File: src/md2_pkg.sv
// md2_pkg: shared types, constants and the MD2 substitution table.
// Used by every module of the MD2 engine.
package md2_pkg;

	typedef enum logic {
		KIND_APPEND = 1'b0,
		KIND_FINISH = 1'b1
	} item_kind_t;

	typedef struct packed {
		item_kind_t  kind;
		logic [7:0]  data;
	} md2_item_t;

	typedef enum logic [2:0] {
		ST_IDLE,
		ST_LOAD,
		ST_COMP,
		ST_EMIT0,
		ST_EMIT1
	} back_state_t;

	localparam int BLOCK_BYTES = 16;
	localparam int WORK_BYTES  = 48;
	localparam logic [5:0] LAST_IDX = 6'd47;
	localparam logic [4:0] LAST_RND = 5'd17;
	localparam logic [3:0] LAST_FILL = 4'd15;
	localparam logic [4:0] PAD_BASE = 5'd16;

	localparam logic [7:0] SBOX [256] = '{
		8'd41,  8'd46,  8'd67,  8'd201, 8'd162, 8'd216, 8'd124, 8'd1,
		8'd61,  8'd54,  8'd84,  8'd161, 8'd236, 8'd240, 8'd6,   8'd19,
		8'd98,  8'd167, 8'd5,   8'd243, 8'd192, 8'd199, 8'd115, 8'd140,
		8'd152, 8'd147, 8'd43,  8'd217, 8'd188, 8'd76,  8'd130, 8'd202,
		8'd30,  8'd155, 8'd87,  8'd60,  8'd253, 8'd212, 8'd224, 8'd22,
		8'd103, 8'd66,  8'd111, 8'd24,  8'd138, 8'd23,  8'd229, 8'd18,
		8'd190, 8'd78,  8'd196, 8'd214, 8'd218, 8'd158, 8'd222, 8'd73,
		8'd160, 8'd251, 8'd245, 8'd142, 8'd187, 8'd47,  8'd238, 8'd122,
		8'd169, 8'd104, 8'd121, 8'd145, 8'd21,  8'd178, 8'd7,   8'd63,
		8'd148, 8'd194, 8'd16,  8'd137, 8'd11,  8'd34,  8'd95,  8'd33,
		8'd128, 8'd127, 8'd93,  8'd154, 8'd90,  8'd144, 8'd50,  8'd39,
		8'd53,  8'd62,  8'd204, 8'd231, 8'd191, 8'd247, 8'd151, 8'd3,
		8'd255, 8'd25,  8'd48,  8'd179, 8'd72,  8'd165, 8'd181, 8'd209,
		8'd215, 8'd94,  8'd146, 8'd42,  8'd172, 8'd86,  8'd170, 8'd198,
		8'd79,  8'd184, 8'd56,  8'd210, 8'd150, 8'd164, 8'd125, 8'd182,
		8'd118, 8'd252, 8'd107, 8'd226, 8'd156, 8'd116, 8'd4,   8'd241,
		8'd69,  8'd157, 8'd112, 8'd89,  8'd100, 8'd113, 8'd135, 8'd32,
		8'd134, 8'd91,  8'd207, 8'd101, 8'd230, 8'd45,  8'd168, 8'd2,
		8'd27,  8'd96,  8'd37,  8'd173, 8'd174, 8'd176, 8'd185, 8'd246,
		8'd28,  8'd70,  8'd97,  8'd105, 8'd52,  8'd64,  8'd126, 8'd15,
		8'd85,  8'd71,  8'd163, 8'd35,  8'd221, 8'd81,  8'd175, 8'd58,
		8'd195, 8'd92,  8'd249, 8'd206, 8'd186, 8'd197, 8'd234, 8'd38,
		8'd44,  8'd83,  8'd13,  8'd110, 8'd133, 8'd40,  8'd132, 8'd9,
		8'd211, 8'd223, 8'd205, 8'd244, 8'd65,  8'd129, 8'd77,  8'd82,
		8'd106, 8'd220, 8'd55,  8'd200, 8'd108, 8'd193, 8'd171, 8'd250,
		8'd36,  8'd225, 8'd123, 8'd8,   8'd12,  8'd189, 8'd177, 8'd74,
		8'd120, 8'd136, 8'd149, 8'd139, 8'd227, 8'd99,  8'd232, 8'd109,
		8'd233, 8'd203, 8'd213, 8'd254, 8'd59,  8'd0,   8'd29,  8'd57,
		8'd242, 8'd239, 8'd183, 8'd14,  8'd102, 8'd88,  8'd208, 8'd228,
		8'd166, 8'd119, 8'd114, 8'd248, 8'd235, 8'd117, 8'd75,  8'd10,
		8'd49,  8'd68,  8'd80,  8'd180, 8'd143, 8'd237, 8'd31,  8'd26,
		8'd219, 8'd153, 8'd141, 8'd51,  8'd159, 8'd17,  8'd131, 8'd20
	};

endpackage

File: src/md2_in_if.sv
// md2_in_if: input channel of the MD2 engine (valid/ready plus one item).
// Depends on nothing.
interface md2_in_if;
	logic       valid;
	logic       ready;
	logic       kind;
	logic [7:0] data_byte;

	modport source (output valid, output kind, output data_byte, input ready);
	modport sink   (input valid, input kind, input data_byte, output ready);
endinterface

File: src/md2_out_if.sv
// md2_out_if: result channel of the MD2 engine (valid/ready plus one digest word).
// Depends on nothing.
interface md2_out_if;
	logic        valid;
	logic        ready;
	logic [63:0] digest_word;
	logic        last_word;

	modport source (output valid, output digest_word, output last_word, input ready);
	modport sink   (input valid, input digest_word, input last_word, output ready);
endinterface

File: src/md2_front.sv
// md2_front: accepts input items, classifies them and queues them for the back end.
// Depends on md2_pkg and md2_in_if.
module md2_front #(
	parameter int DEPTH = 2
) (
	input  logic                clk,
	input  logic                arst_n,
	md2_in_if.sink              req,
	output md2_pkg::md2_item_t  item,
	output logic                item_valid,
	input  logic                item_pop
);
	import md2_pkg::*;

	localparam int AW = (DEPTH > 1) ? $clog2(DEPTH) : 1;
	localparam int CW = $clog2(DEPTH + 1);
	localparam logic [AW-1:0] PTR_LAST = AW'(DEPTH - 1);
	localparam logic [CW-1:0] CNT_FULL = CW'(DEPTH);

	md2_item_t     mem_q [DEPTH];
	logic [AW-1:0] wr_ptr_q;
	logic [AW-1:0] rd_ptr_q;
	logic [CW-1:0] count_q;
	logic          push;
	logic          pop;
	md2_item_t     in_item;

	assign req.ready  = (count_q != CNT_FULL);
	assign push       = req.valid && req.ready;
	assign item_valid = (count_q != '0);
	assign pop        = item_pop && item_valid;
	assign item       = mem_q[rd_ptr_q];

	always_comb begin
		in_item.kind = req.kind ? KIND_FINISH : KIND_APPEND;
		in_item.data = req.data_byte;
	end

	always_ff @(posedge clk) begin
		if (push) begin
			mem_q[wr_ptr_q] <= in_item;
		end
	end

	always_ff @(posedge clk or negedge arst_n) begin
		if (!arst_n) begin
			wr_ptr_q <= '0;
			rd_ptr_q <= '0;
			count_q  <= '0;
		end else begin
			if (push) begin
				wr_ptr_q <= (wr_ptr_q == PTR_LAST) ? '0 : wr_ptr_q + 1'b1;
			end
			if (pop) begin
				rd_ptr_q <= (rd_ptr_q == PTR_LAST) ? '0 : rd_ptr_q + 1'b1;
			end
			if (push && !pop) begin
				count_q <= count_q + 1'b1;
			end else if (pop && !push) begin
				count_q <= count_q - 1'b1;
			end
		end
	end
endmodule

File: src/md2_back.sv
// md2_back: block gathering, serial MD2 compression, checksum and digest output.
// Depends on md2_pkg and md2_out_if.
module md2_back (
	input  logic                clk,
	input  logic                arst_n,
	input  md2_pkg::md2_item_t  item,
	input  logic                item_valid,
	output logic                item_pop,
	md2_out_if.source           rsp
);
	import md2_pkg::*;

	back_state_t state_q;
	back_state_t state_nxt;

	logic [7:0] work_q  [WORK_BYTES];
	logic [7:0] chain_q [BLOCK_BYTES];
	logic [7:0] sum_q   [BLOCK_BYTES];
	logic [7:0] buf_q   [BLOCK_BYTES];
	logic [3:0] fill_q;
	logic [5:0] idx_q;
	logic [4:0] rnd_q;
	logic [7:0] t_q;
	logic [7:0] prev_q;
	logic       fin_q;
	logic       final_q;

	logic [7:0] new_byte;
	logic [7:0] sum_new;
	logic [7:0] pad_byte;
	logic       comp_done;
	logic       sum_step;
	logic       take;
	logic [7:0] blk [BLOCK_BYTES];

	assign new_byte  = work_q[0] ^ SBOX[t_q];
	assign sum_new   = sum_q[idx_q[3:0]] ^ SBOX[buf_q[idx_q[3:0]] ^ prev_q];
	assign pad_byte  = {3'b000, PAD_BASE - {1'b0, fill_q}};
	assign comp_done = (state_q == ST_COMP) && (idx_q == LAST_IDX) && (rnd_q == LAST_RND);
	assign sum_step  = (state_q == ST_COMP) && !final_q && (rnd_q == '0) && !idx_q[5]
		&& !idx_q[4];
	assign take      = item_valid && item_pop;

	always_comb begin
		for (int j = 0; j < BLOCK_BYTES; j++) begin
			blk[j] = final_q ? sum_q[j] : buf_q[j];
		end
	end

	always_comb begin
		state_nxt = state_q;
		case (state_q)
			ST_IDLE: begin
				if (item_valid) begin
					if (item.kind == KIND_FINISH || fill_q == LAST_FILL) begin
						state_nxt = ST_LOAD;
					end
				end
			end
			ST_LOAD:  state_nxt = ST_COMP;
			ST_COMP: begin
				if (comp_done) begin
					if (final_q) begin
						state_nxt = ST_EMIT0;
					end else if (fin_q) begin
						state_nxt = ST_LOAD;
					end else begin
						state_nxt = ST_IDLE;
					end
				end
			end
			ST_EMIT0: if (rsp.ready) state_nxt = ST_EMIT1;
			ST_EMIT1: if (rsp.ready) state_nxt = ST_IDLE;
			default:  state_nxt = ST_IDLE;
		endcase
	end

	always_comb begin
		item_pop        = 1'b0;
		rsp.valid       = 1'b0;
		rsp.last_word   = 1'b0;
		rsp.digest_word = '0;
		case (state_q)
			ST_IDLE:  item_pop = 1'b1;
			ST_EMIT0: begin
				rsp.valid = 1'b1;
				for (int j = 0; j < 8; j++) begin
					rsp.digest_word[63-8*j -: 8] = chain_q[j];
				end
			end
			ST_EMIT1: begin
				rsp.valid     = 1'b1;
				rsp.last_word = 1'b1;
				for (int j = 0; j < 8; j++) begin
					rsp.digest_word[63-8*j -: 8] = chain_q[8+j];
				end
			end
			default: item_pop = 1'b0;
		endcase
	end

	// datapath registers
	always_ff @(posedge clk) begin
		if (state_q == ST_IDLE && take) begin
			if (item.kind == KIND_APPEND) begin
				buf_q[fill_q] <= item.data;
			end else begin
				for (int j = 0; j < BLOCK_BYTES; j++) begin
					if (4'(j) >= fill_q) begin
						buf_q[j] <= pad_byte;
					end
				end
			end
		end
		if (state_q == ST_LOAD) begin
			t_q <= '0;
			for (int j = 0; j < BLOCK_BYTES; j++) begin
				work_q[j]                 <= chain_q[j];
				work_q[BLOCK_BYTES+j]     <= blk[j];
				work_q[2*BLOCK_BYTES+j]   <= chain_q[j] ^ blk[j];
			end
		end else if (state_q == ST_COMP) begin
			for (int j = 0; j < WORK_BYTES - 1; j++) begin
				work_q[j] <= work_q[j+1];
			end
			work_q[WORK_BYTES-1] <= new_byte;
			t_q <= (idx_q == LAST_IDX) ? new_byte + {3'b000, rnd_q} : new_byte;
		end
	end

	always_ff @(posedge clk or negedge arst_n) begin
		if (!arst_n) begin
			state_q <= ST_IDLE;
			fill_q  <= '0;
			idx_q   <= '0;
			rnd_q   <= '0;
			prev_q  <= '0;
			fin_q   <= 1'b0;
			final_q <= 1'b0;
			for (int j = 0; j < BLOCK_BYTES; j++) begin
				chain_q[j] <= '0;
				sum_q[j]   <= '0;
			end
		end else begin
			state_q <= state_nxt;
			case (state_q)
				ST_IDLE: begin
					if (take) begin
						if (item.kind == KIND_APPEND) begin
							fill_q <= fill_q + 1'b1;
						end else begin
							fin_q <= 1'b1;
						end
					end
				end
				ST_LOAD: begin
					idx_q  <= '0;
					rnd_q  <= '0;
					prev_q <= sum_q[BLOCK_BYTES-1];
				end
				ST_COMP: begin
					if (idx_q == LAST_IDX) begin
						idx_q <= '0;
						rnd_q <= rnd_q + 1'b1;
					end else begin
						idx_q <= idx_q + 1'b1;
					end
					if (sum_step) begin
						sum_q[idx_q[3:0]] <= sum_new;
						prev_q            <= sum_new;
					end
					if (comp_done) begin
						for (int j = 0; j < BLOCK_BYTES; j++) begin
							chain_q[j] <= work_q[j+1];
						end
						if (fin_q) begin
							final_q <= 1'b1;
						end
					end
				end
				ST_EMIT1: begin
					if (rsp.ready) begin
						fill_q  <= '0;
						fin_q   <= 1'b0;
						final_q <= 1'b0;
						for (int j = 0; j < BLOCK_BYTES; j++) begin
							chain_q[j] <= '0;
							sum_q[j]   <= '0;
						end
					end
				end
				default: begin
				end
			endcase
		end
	end
endmodule

File: src/md2_hash_engine_core.sv
// md2_hash_engine_core: MD2 message digest engine, top level.
// Depends on md2_pkg, md2_in_if, md2_out_if, md2_front and md2_back.
//
// Usage: items arrive on req (valid/ready). kind 0 appends data_byte to the
// message, kind 1 finishes it. A finish gives two items on rsp: the first eight
// digest bytes (first byte in the top bits), then the last eight with
// last_word set. The engine is then cleared for the next message.
// An append that does not close a 16-byte block is only stored in the block
// buffer. The sixteenth byte of a block is taken, the work line is loaded,
// then the block is compressed with one substitution-table lookup per cycle
// over the 48-byte work shift line, 18 rounds of 48 steps; the checksum is
// updated in the first 16 steps. A finish pads the block and compresses it,
// then loads and compresses the checksum as a last block, then gives the two
// words. The core takes no new item until it is through with the block.
// A queue of QUEUE_DEPTH items in front keeps req ready while it has room.
// When the receiver stalls, the current word holds on rsp and the core waits;
// req stays ready until the queue fills.
// Reset clears the chaining state, checksum, fill count and queue at once.
module md2_hash_engine_core #(
	parameter int QUEUE_DEPTH = 2
) (
	input  logic       clk,
	input  logic       arst_n,
	md2_in_if.sink     req,
	md2_out_if.source  rsp
);
	import md2_pkg::*;

	md2_item_t q_item;
	logic      q_valid;
	logic      q_pop;

	md2_front #(
		.DEPTH (QUEUE_DEPTH)
	) u_front (
		.clk        (clk),
		.arst_n     (arst_n),
		.req        (req),
		.item       (q_item),
		.item_valid (q_valid),
		.item_pop   (q_pop)
	);

	md2_back u_back (
		.clk        (clk),
		.arst_n     (arst_n),
		.item       (q_item),
		.item_valid (q_valid),
		.item_pop   (q_pop),
		.rsp        (rsp)
	);
endmodule

File: src/flat_wrapper.sv
// flat-port wrapper written by rule: the top's interface ports become plain ports
module md2_hash_engine_core_flat import md2_pkg::*;
#(
	parameter int QUEUE_DEPTH = 2
)
  (clk, arst_n, req_valid, req_kind, req_data_byte, req_ready, rsp_valid, rsp_digest_word, rsp_last_word, rsp_ready);
  md2_in_if req_i ();
  md2_out_if rsp_i ();
  input  logic clk;
  input  logic arst_n;
  input wire logic [$bits(req_i.valid)-1:0] req_valid;
  input wire logic [$bits(req_i.kind)-1:0] req_kind;
  input wire logic [$bits(req_i.data_byte)-1:0] req_data_byte;
  output wire logic [$bits(req_i.ready)-1:0] req_ready;
  output wire logic [$bits(rsp_i.valid)-1:0] rsp_valid;
  output wire logic [$bits(rsp_i.digest_word)-1:0] rsp_digest_word;
  output wire logic [$bits(rsp_i.last_word)-1:0] rsp_last_word;
  input wire logic [$bits(rsp_i.ready)-1:0] rsp_ready;
  assign req_i.valid = req_valid;
  assign req_i.kind = req_kind;
  assign req_i.data_byte = req_data_byte;
  assign req_ready = req_i.ready;
  assign rsp_valid = rsp_i.valid;
  assign rsp_digest_word = rsp_i.digest_word;
  assign rsp_last_word = rsp_i.last_word;
  assign rsp_i.ready = rsp_ready;
  md2_hash_engine_core #(.QUEUE_DEPTH(QUEUE_DEPTH)) u_core (.clk(clk), .arst_n(arst_n), .req(req_i), .rsp(rsp_i));
endmodule
File: config.mk
export PLATFORM = sky130hd
export DESIGN_NAME = md2_hash_engine_core_flat
export DESIGN_NICKNAME = d
export VERILOG_FILES = /design/src/md2_pkg.sv /design/src/md2_in_if.sv /design/src/md2_out_if.sv /design/src/md2_front.sv /design/src/md2_back.sv /design/src/md2_hash_engine_core.sv /design/src/flat_wrapper.sv
export SDC_FILE = /design/constraint.sdc
export NUM_CORES = 2
export LEC_CHECK = 0
export ABC_CLOCK_PERIOD_IN_PS = 10100
export BUFFER_PORTS_ARGS = -buffer_cell sky130_fd_sc_hd__buf_4
export CAP_MARGIN = 0
export CELL_PAD_IN_SITES_DETAIL_PLACEMENT = 1
export CELL_PAD_IN_SITES_GLOBAL_PLACEMENT = 2
export CORE_ASPECT_RATIO = 1.5
export CORE_MARGIN = 10
export CORE_UTILIZATION = 38
export CTS_CLUSTER_SIZE = 12
export DETAILED_ROUTE_END_ITERATION = 7
export PLACE_DENSITY = 0.76
export REMOVE_ABC_BUFFERS = 1
export SLEW_MARGIN = 20
export SYNTH_ARGS = -nofsm -noshare
export SYNTH_HDL_FRONTEND = slang
export SYNTH_SLANG_ARGS = --single-unit
export TNS_END_PERCENT = 10
File: constraint.sdc
create_clock -name clk -period 10.1 [get_ports clk]
set_input_delay 0.505 -clock clk [delete_from_list [all_inputs] [get_ports clk]]
set_output_delay 0.505 -clock clk [all_outputs]
set_load 0.1 [all_outputs]
-- After elaboration in Yosys (flattened, before gate mapping)
Memories as Yosys holds them, arrays and structs flattened.
Index checks and enable logic that the tools add are counted.
- bits in latches: 0
- flip-flop bits (word level): 296
- input bits: 13
- logic and storage cells: 392
- bits in writable memories: 530
- output and inout bits: 67
- memories: 5
- bits in read-only memories: 4096
- add/subtract/negate cells: 9
- $mul: 0
- div/mod/pow operators: 0
- reduce and logical (&&, ||, !) cells: 35
- equal/unequal tests: 19
- multiplexer cells: 191
- shift operators: 0
- bitwise operators: 70
- order comparisons: 20
- memories (name ; words ; bits a word ; read ports ; clocked after Yosys merged registers in ; wr ports ; line ; source):
    (no name shown) ; 256 ; 8 ; 1 ; 0 ; 0 ; md2_back.sv:37 ; assign sum_new = sum_q[idx_q[3:0]] ^ SBOX[buf_q[idx_q[3:0]] ^ prev_q];
    (no name shown) ; 256 ; 8 ; 1 ; 0 ; 0 ; md2_back.sv:36 ; assign new_byte = work_q[0] ^ SBOX[t_q];
    u_core.u_back.work_q ; 48 ; 8 ; 48 ; 0 ; 48 ; md2_back.sv:16 ; logic [7:0] work_q [WORK_BYTES];
    u_core.u_back.buf_q ; 16 ; 8 ; 17 ; 0 ; 16 ; md2_back.sv:19 ; logic [7:0] buf_q [BLOCK_BYTES];
    u_core.u_front.mem_q ; 2 ; 9 ; 1 ; 0 ; 1 ; md2_front.sv:20 ; md2_item_t mem_q [DEPTH];
- operator list (kind ; count):
    8-bit 2-to-1 mux ; 74
    128-bit one-hot mux with 2 select lines ; 2
    128-bit 2-to-1 mux ; 3
    8-bit bitwise XOR ; 19
    128-bit bitwise mux ; 1
    64-bit one-hot mux with 2 select lines ; 1
    1-bit 2-to-1 mux ; 87
    1-bit bitwise OR ; 48
    8-bit binary-select mux with 4-bit select ; 1
    8-bit demux with 4-bit select ; 1
    4-bit >= comparator (first input constant) ; 8
    2-bit inequality test (second input constant) ; 10
    9-bit >= comparator (second input constant) ; 2
    8-bit inverter with 9-bit output ; 2
    3-bit by 4-bit >= comparator with 1-bit output (first input constant) ; 4
    4-bit 2-to-1 mux ; 4
    8-bit one-hot mux with 2 select lines ; 1
    3-bit 2-to-1 mux ; 5
    3-bit one-hot mux with 5 select lines ; 1
    1-bit logical AND ; 12
    6-bit one-hot mux with 2 select lines ; 1
    4-bit AND reduction ; 3
    5-bit one-hot mux with 2 select lines ; 1
    2-bit nonzero test ; 5
    other kinds (34) ; 48

-- Logic depth before layout (Yosys ltp)
An unclocked memory read counts as a cell.
- depth after elaboration: 10
- mapped depth: 23
- mapped depth without buffers: 21

-- By module
Synthesis repeated with hierarchy kept, for this count alone.
- cell total of the unflattened synthesis: 4809
- area, all modules: 45453.6 um^2
- by module, submodules not included (module ; cells each ; instances ; area each (um^2) ; seq. area each (um^2)):
    md2_back ; 4763 ; 1 ; 44592.8 ; 22161.3
    md2_front ; 46 ; 1 ; 860.8 ; 640.6

-- Worst setup path after synthesis
No wires, ideal clock.
- kind: register to register
- start: reg u_core.u_back.state_q[1]
- end: reg u_core.u_back.idx_q[4]
- clock period less this slack: 9.830 ns
- data required time: 9.970 ns
- setup time: 0.130 ns
- path buffers: 1
- arrival: 9.700 ns
- cell stages (with the launch flop): 8
- path slack: 0.270 ns
- path through: dfrtp_1 clkbuf_1 inv_1 nor3_1 nor2_1 inv_1 o21ai_0 a22o_1
- cells in the longest elaborated chain, start to end: 2
- elaborated cells on any way between the ends: 4
- those cells by class: eq/ne (2); mux (1); reduce/logical (1)
- ends and longest elaborated chain (what ; line ; source):
    start: declaration ; md2_back.sv:13 ; back_state_t state_q;
    start signal: assignment ; md2_back.sv:145 ; state_q <= state_nxt;
    3-bit by 2-bit equality test with 1-bit output / 3-bit by 1-bit equality test with 1-bit output (equally long branches) ; md2_back.sv:146 ; case (state_q)
    6-bit one-hot mux with 2 select lines / 2-bit nonzero test (equally long branches) ; n/a ;
    end signal: assignment ; md2_back.sv:166 ; idx_q <= idx_q + 1'b1;
    end: declaration ; md2_back.sv:21 ; logic [5:0] idx_q;
Several ways; a longest one is shown, not always the timed one.
A chain may end at the register's enable or synchronous reset.

-- Worst setup path after layout
- start: reg u_core.u_back.idx_q[1]
- end: reg u_core.u_back.sum_q[22] in the netlist's numbering
- cells in the longest elaborated chain, start to end: 10
- elaborated cells on any way between the ends: 19
- those cells by class: order compare (2); mux (10); bitwise (4); reduce/logical (1); memory (2)
- ends and longest elaborated chain (what ; line ; source):
    memory read 16 x 8 bit ; n/a ;
    8-bit bitwise XOR ; md2_back.sv:37 ;
    8-bit inverter with 9-bit output (not written as such) ; md2_back.sv:37 ;
    memory read 256 x 8 bit ; n/a ;
    8-bit 2-to-1 mux (not written as such) (2 in a row) ; md2_back.sv:37 ;
    8-bit bitwise XOR ; md2_back.sv:37 ;
    128-bit bitwise mux (*) ; md2_back.sv:169 ; sum_q[idx_q[3:0]] <= sum_new;
    128-bit 2-to-1 mux (*) ; md2_back.sv:168 ; if (sum_step) begin
    128-bit one-hot mux with 2 select lines (*) ; md2_back.sv:146 ;
    end signal: indexed assignment ; md2_back.sv:169 ;
    end: declaration ; md2_back.sv:18 ; logic [7:0] sum_q [BLOCK_BYTES];
Every way passes the cells marked *; elsewhere a longest branch is shown, timed or not. The select of a mux whose other input is x is not followed.

==> results <==
- The global-route total usage across every layer is 26.0%.
- The largest single stage delay on the critical path is 1010 ps.
- The number of post-CTS setup repair buffers is 0.
- The initial antenna violation count is 2.
- The cell count of the worst hold path is 2.
- Setup repair after global routing left no endpoint under its margin.
- In the finished design, the share of the clock period the worst path needs comes to 66.9%.
- In the layout the commonest cells are nand2_1, edfxtp_1, nor2_1.
- The post-synthesis simple-gate area fraction is 15.4%.
- For this run, design rule violations remaining after detail routing come to 0.
- The number of enable-type register cells in the synthesized netlist is 482.
- The residual overflow from global routing is 0.
- The number of pins with negative max-slew slack in the final report is 0.
- TritonCTS built the clock tree.
- The number of gates resized after CTS was 0.
- The standard cell core area is 119000 um^2.
- The cell area after synthesis is 45300 um^2.
- The pre-antenna-repair detailed-routing pass consisted of 6 iterations.
- The number of global-route vias before repair was 38300.
- The run finished with clean final reports.
- The post-placement setup slack is 3290 ps.
- The average wire per cell in the routed design is 28.6 um.
- The library cell occupying the most area in the post-synthesis netlist is edfxtp_1.
- CTS placed an instance of clkbuf_16 at the clock tree root.
- Among all stages on the critical path, the largest delay is contributed by dfrtp_4.
- The critical path goes through buf_4 > mux4_2 > nand3_1 > o2111ai_1 > or3_1 > buf_4 > inv_2 > buf_4 > ha_1 > inv_1 > nand3_1 > nand3_1 > a21oi_1 > a2111oi_0 > o211ai_1 > nand3_1 > xnor2_2 > o21ai_0.
- The max-slew headroom at the worst pin is 16.4%.
- The number of port buffers is 79.
- Of the total synthesized cell area, the portion taken by XOR and XNOR cells is 3.36%.
- During synthesis, Yosys emitted a total of 0 warnings.
- The via count is 37700.
- The netlist uses 99 different library cells.
- The post-synthesis instance total is 4718.
- The H-tree was split into 3 levels.
- The number of register bits inferred by synthesis is 826.
- The final RePlAce weighted congestion is 0.973.
- The portion of the post-synthesis area used by sequential elements is 50.3%.
- The area growth from synthesis to layout is 9.77%.
- The commonest non-fill, non-tap cell in the layout is nand2_1.
- For the pin with the worst max-slew slack, the measured transition is 1250 ps.
- The max-cap violation count is 0.
- In the final layout, the share of cells above drive strength 1 is 9.22%.
- STA classifies the critical path endpoint as a register.
- The share of synthesized flip-flops with an asynchronous set or reset is 34.9%.
- Ranked by total cell area, the synthesized netlist is headed by edfxtp_1, dfrtp_1, nand2_1.
- The clock passes through at most 3 buffers.
- The cell with the most instances on the worst path is nand3_1.
- Entering global routing, the biggest net connects 225 pins.
- The width of the die is 302 um.
- The post-synthesis area per instance is 9.60 um^2.
- The count of antenna-violating nets left after detailed routing is 0.
- STA classifies the critical path startpoint as a register.
- The first global-routing pass estimated 262000 um of wire.
- The effective utilization at floorplan is 38.2%.
- By area, the combinational part of the netlist is dominated by compound AO/OA/AOI/OAI gates.
- The final layout contains routed wiring with a total length of 178000 um.
- The worst min-delay path class is in -> reg.
- Across the routed clock network, the largest skew measured is 33.7 ps.
- The synthesized netlist devotes 18.0% of its cell area to compound gates.
- The cell count of the worst reg-to-reg path is 18.
- The routed via count divided by cell count is 6.04.
- The die covers 134000 um^2.
- The height of the die is 443 um.
- The cell total after placement is 6066.
- Multiplexer cells account for 7.62% of the synthesized area.
- The area share of the largest cell type after synthesis is 32.0%.
- The most used flip-flop cell after synthesis is edfxtp_1.
- Clock-pin slew was measured on the worst setup and hold paths at 70 ps.
- The worst path meets setup with 3350 ps of slack.
- The end-of-flow core utilization is 41.9%.
- The count of cells in the finished layout, fillers not included, comes to 6233.
- The number of endpoints with negative hold slack in the final report is 0.
- Data on the critical path is required at its endpoint by 10630 ps.
- The number of clock buffers added by TritonCTS is 83.
- CTS saw 826 sinks.
- The final setup violation count is 0.
- In this run, the number of DRC markers left after iteration 0 of detailed routing was 3199.
- The boundary pin count is 80.
- The critical path is of the reg -> reg type.
- The clock period minus final worst setup slack is 6750 ps.
- The post-layout net count is 4648.
- The initialized floorplan defines 155 standard-cell rows.
- The latest clock arrival within the worst-skew pair is 690 ps.
- The top fanout value on the critical path is 52.
- The detailed-placement wirelength estimate is 122000 um.
- The final setup TNS is 0 ps.
- The top achievable clock speed is 148 MHz.
- STA puts the critical path data arrival time at 7290 ps.
- The number of hold buffers added after CTS is 10.
- The arithmetic-cell share of the synthesized area counting full adders, half adders and majority gates is 1.20%.
## cell usage after synthesis (61+ instances only)
library cell and count:
a21oi_1 402, nand2_1 966, nor3_1 61, edfxtp_1 482, nor2_1 412, clkbuf_1 269
dfrtp_1 288, mux2i_1 167, mux4_2 72, xor2_1 147, nand3_1 72, o21ai_0 396
a22o_1 78
## cell families after synthesis
| logic type | count (synthesis) |
|---|---|
| buf+inv | 421 |
| xor+xnor | 168 |
| flops | 826 |
| simple gates | 1683 |
| fa+ha+maj | 43 |
| compound gates | 1324 |
| mux | 253 |
## layout make-up
cell class	count	area [um^2]
Antenna cell	1	2.50
Clock buffer	143	2470
Tap cell	1570	1960
Fill cell	13400	69000
Sequential cell	826	22800
Timing Repair Buffer	169	1370
Inverter	41	164
Clock inverter	12	115
Multi-Input combinational cell	3471	20800
## state kept, by name (all words and copies together), names as in the netlist
| register | cells |
|---|---|
| u_core.u_back.work_q | 384 |
| u_core.u_back.buf_q | 128 |
| u_core.u_back.chain_q | 128 |
| u_core.u_back.sum_q | 128 |
| u_core.u_front.mem_q | 18 |
| u_core.u_back.prev_q | 8 |
| u_core.u_back.t_q | 8 |
| u_core.u_back.idx_q | 6 |
| u_core.u_back.rnd_q | 5 |
| u_core.u_back.fill_q | 4 |
| u_core.u_back.state_q | 3 |
| u_core.u_front.count_q | 2 |
| u_core.u_back.fin_q | 1 |
| u_core.u_back.final_q | 1 |
| u_core.u_front.rd_ptr_q | 1 |
| u_core.u_front.wr_ptr_q | 1 |
## worst paths after layout
path	start	endpoint	slack, ps
hold reg to reg	u_core.u_back.work_q[0][49]$_DFFE_PP_	u_core.u_back.chain_q[81]$_DFFE_PN0P_	470
setup / recovery	u_core.u_back.idx_q[1]$_DFFE_PN0P_	u_core.u_back.sum_q[22]$_DFFE_PN0P_	3350
hold / removal	rsp_ready	u_core.u_back.final_q$_DFFE_PN0P_	110
min in group asynchronous	arst_n	u_core.u_back.chain_q[79]$_DFFE_PN0P_	370
max in group asynchronous	arst_n	u_core.u_back.idx_q[1]$_DFFE_PN0P_	7500
setup reg to reg	u_core.u_back.idx_q[1]$_DFFE_PN0P_	u_core.u_back.sum_q[22]$_DFFE_PN0P_	3350
## worst max-delay path: cells and delay by family (launching register included)
family,cells,cell delay [ps]
buffers and inverters,5,1790
and+or+nand+nor,5,1240
DFF,1,1010
AOI/OAI and AO/OA,5,810
xor gates and xnor gates,1,750
adders and majority gates,1,500
muxes,1,390
## per-stage QoR
stage / hold slack [ps] / cell area (um^2)
floorplan: 209 / 43600
global placement: 458 / 46900
detailed placement: 470 / 47000
CTS: 66.8 / 49700
global route: 97.6 / 49700
finish: 107 / 49700
## metal layers
layer | vias up | GRT usage (%) | wire length [um]
li1 | 16700 | - | -
met1 | 19300 | 31.3 | 70000
met2 | 1238 | 44.3 | 88500
met3 | 391 | 3.14 | 8300
met4 | 0 | 15.2 | 11400
met5 | - | 0 | 0
Power is not shown: default switching activity piles up to over one toggle a cycle in this logic, so the estimate is an artifact.
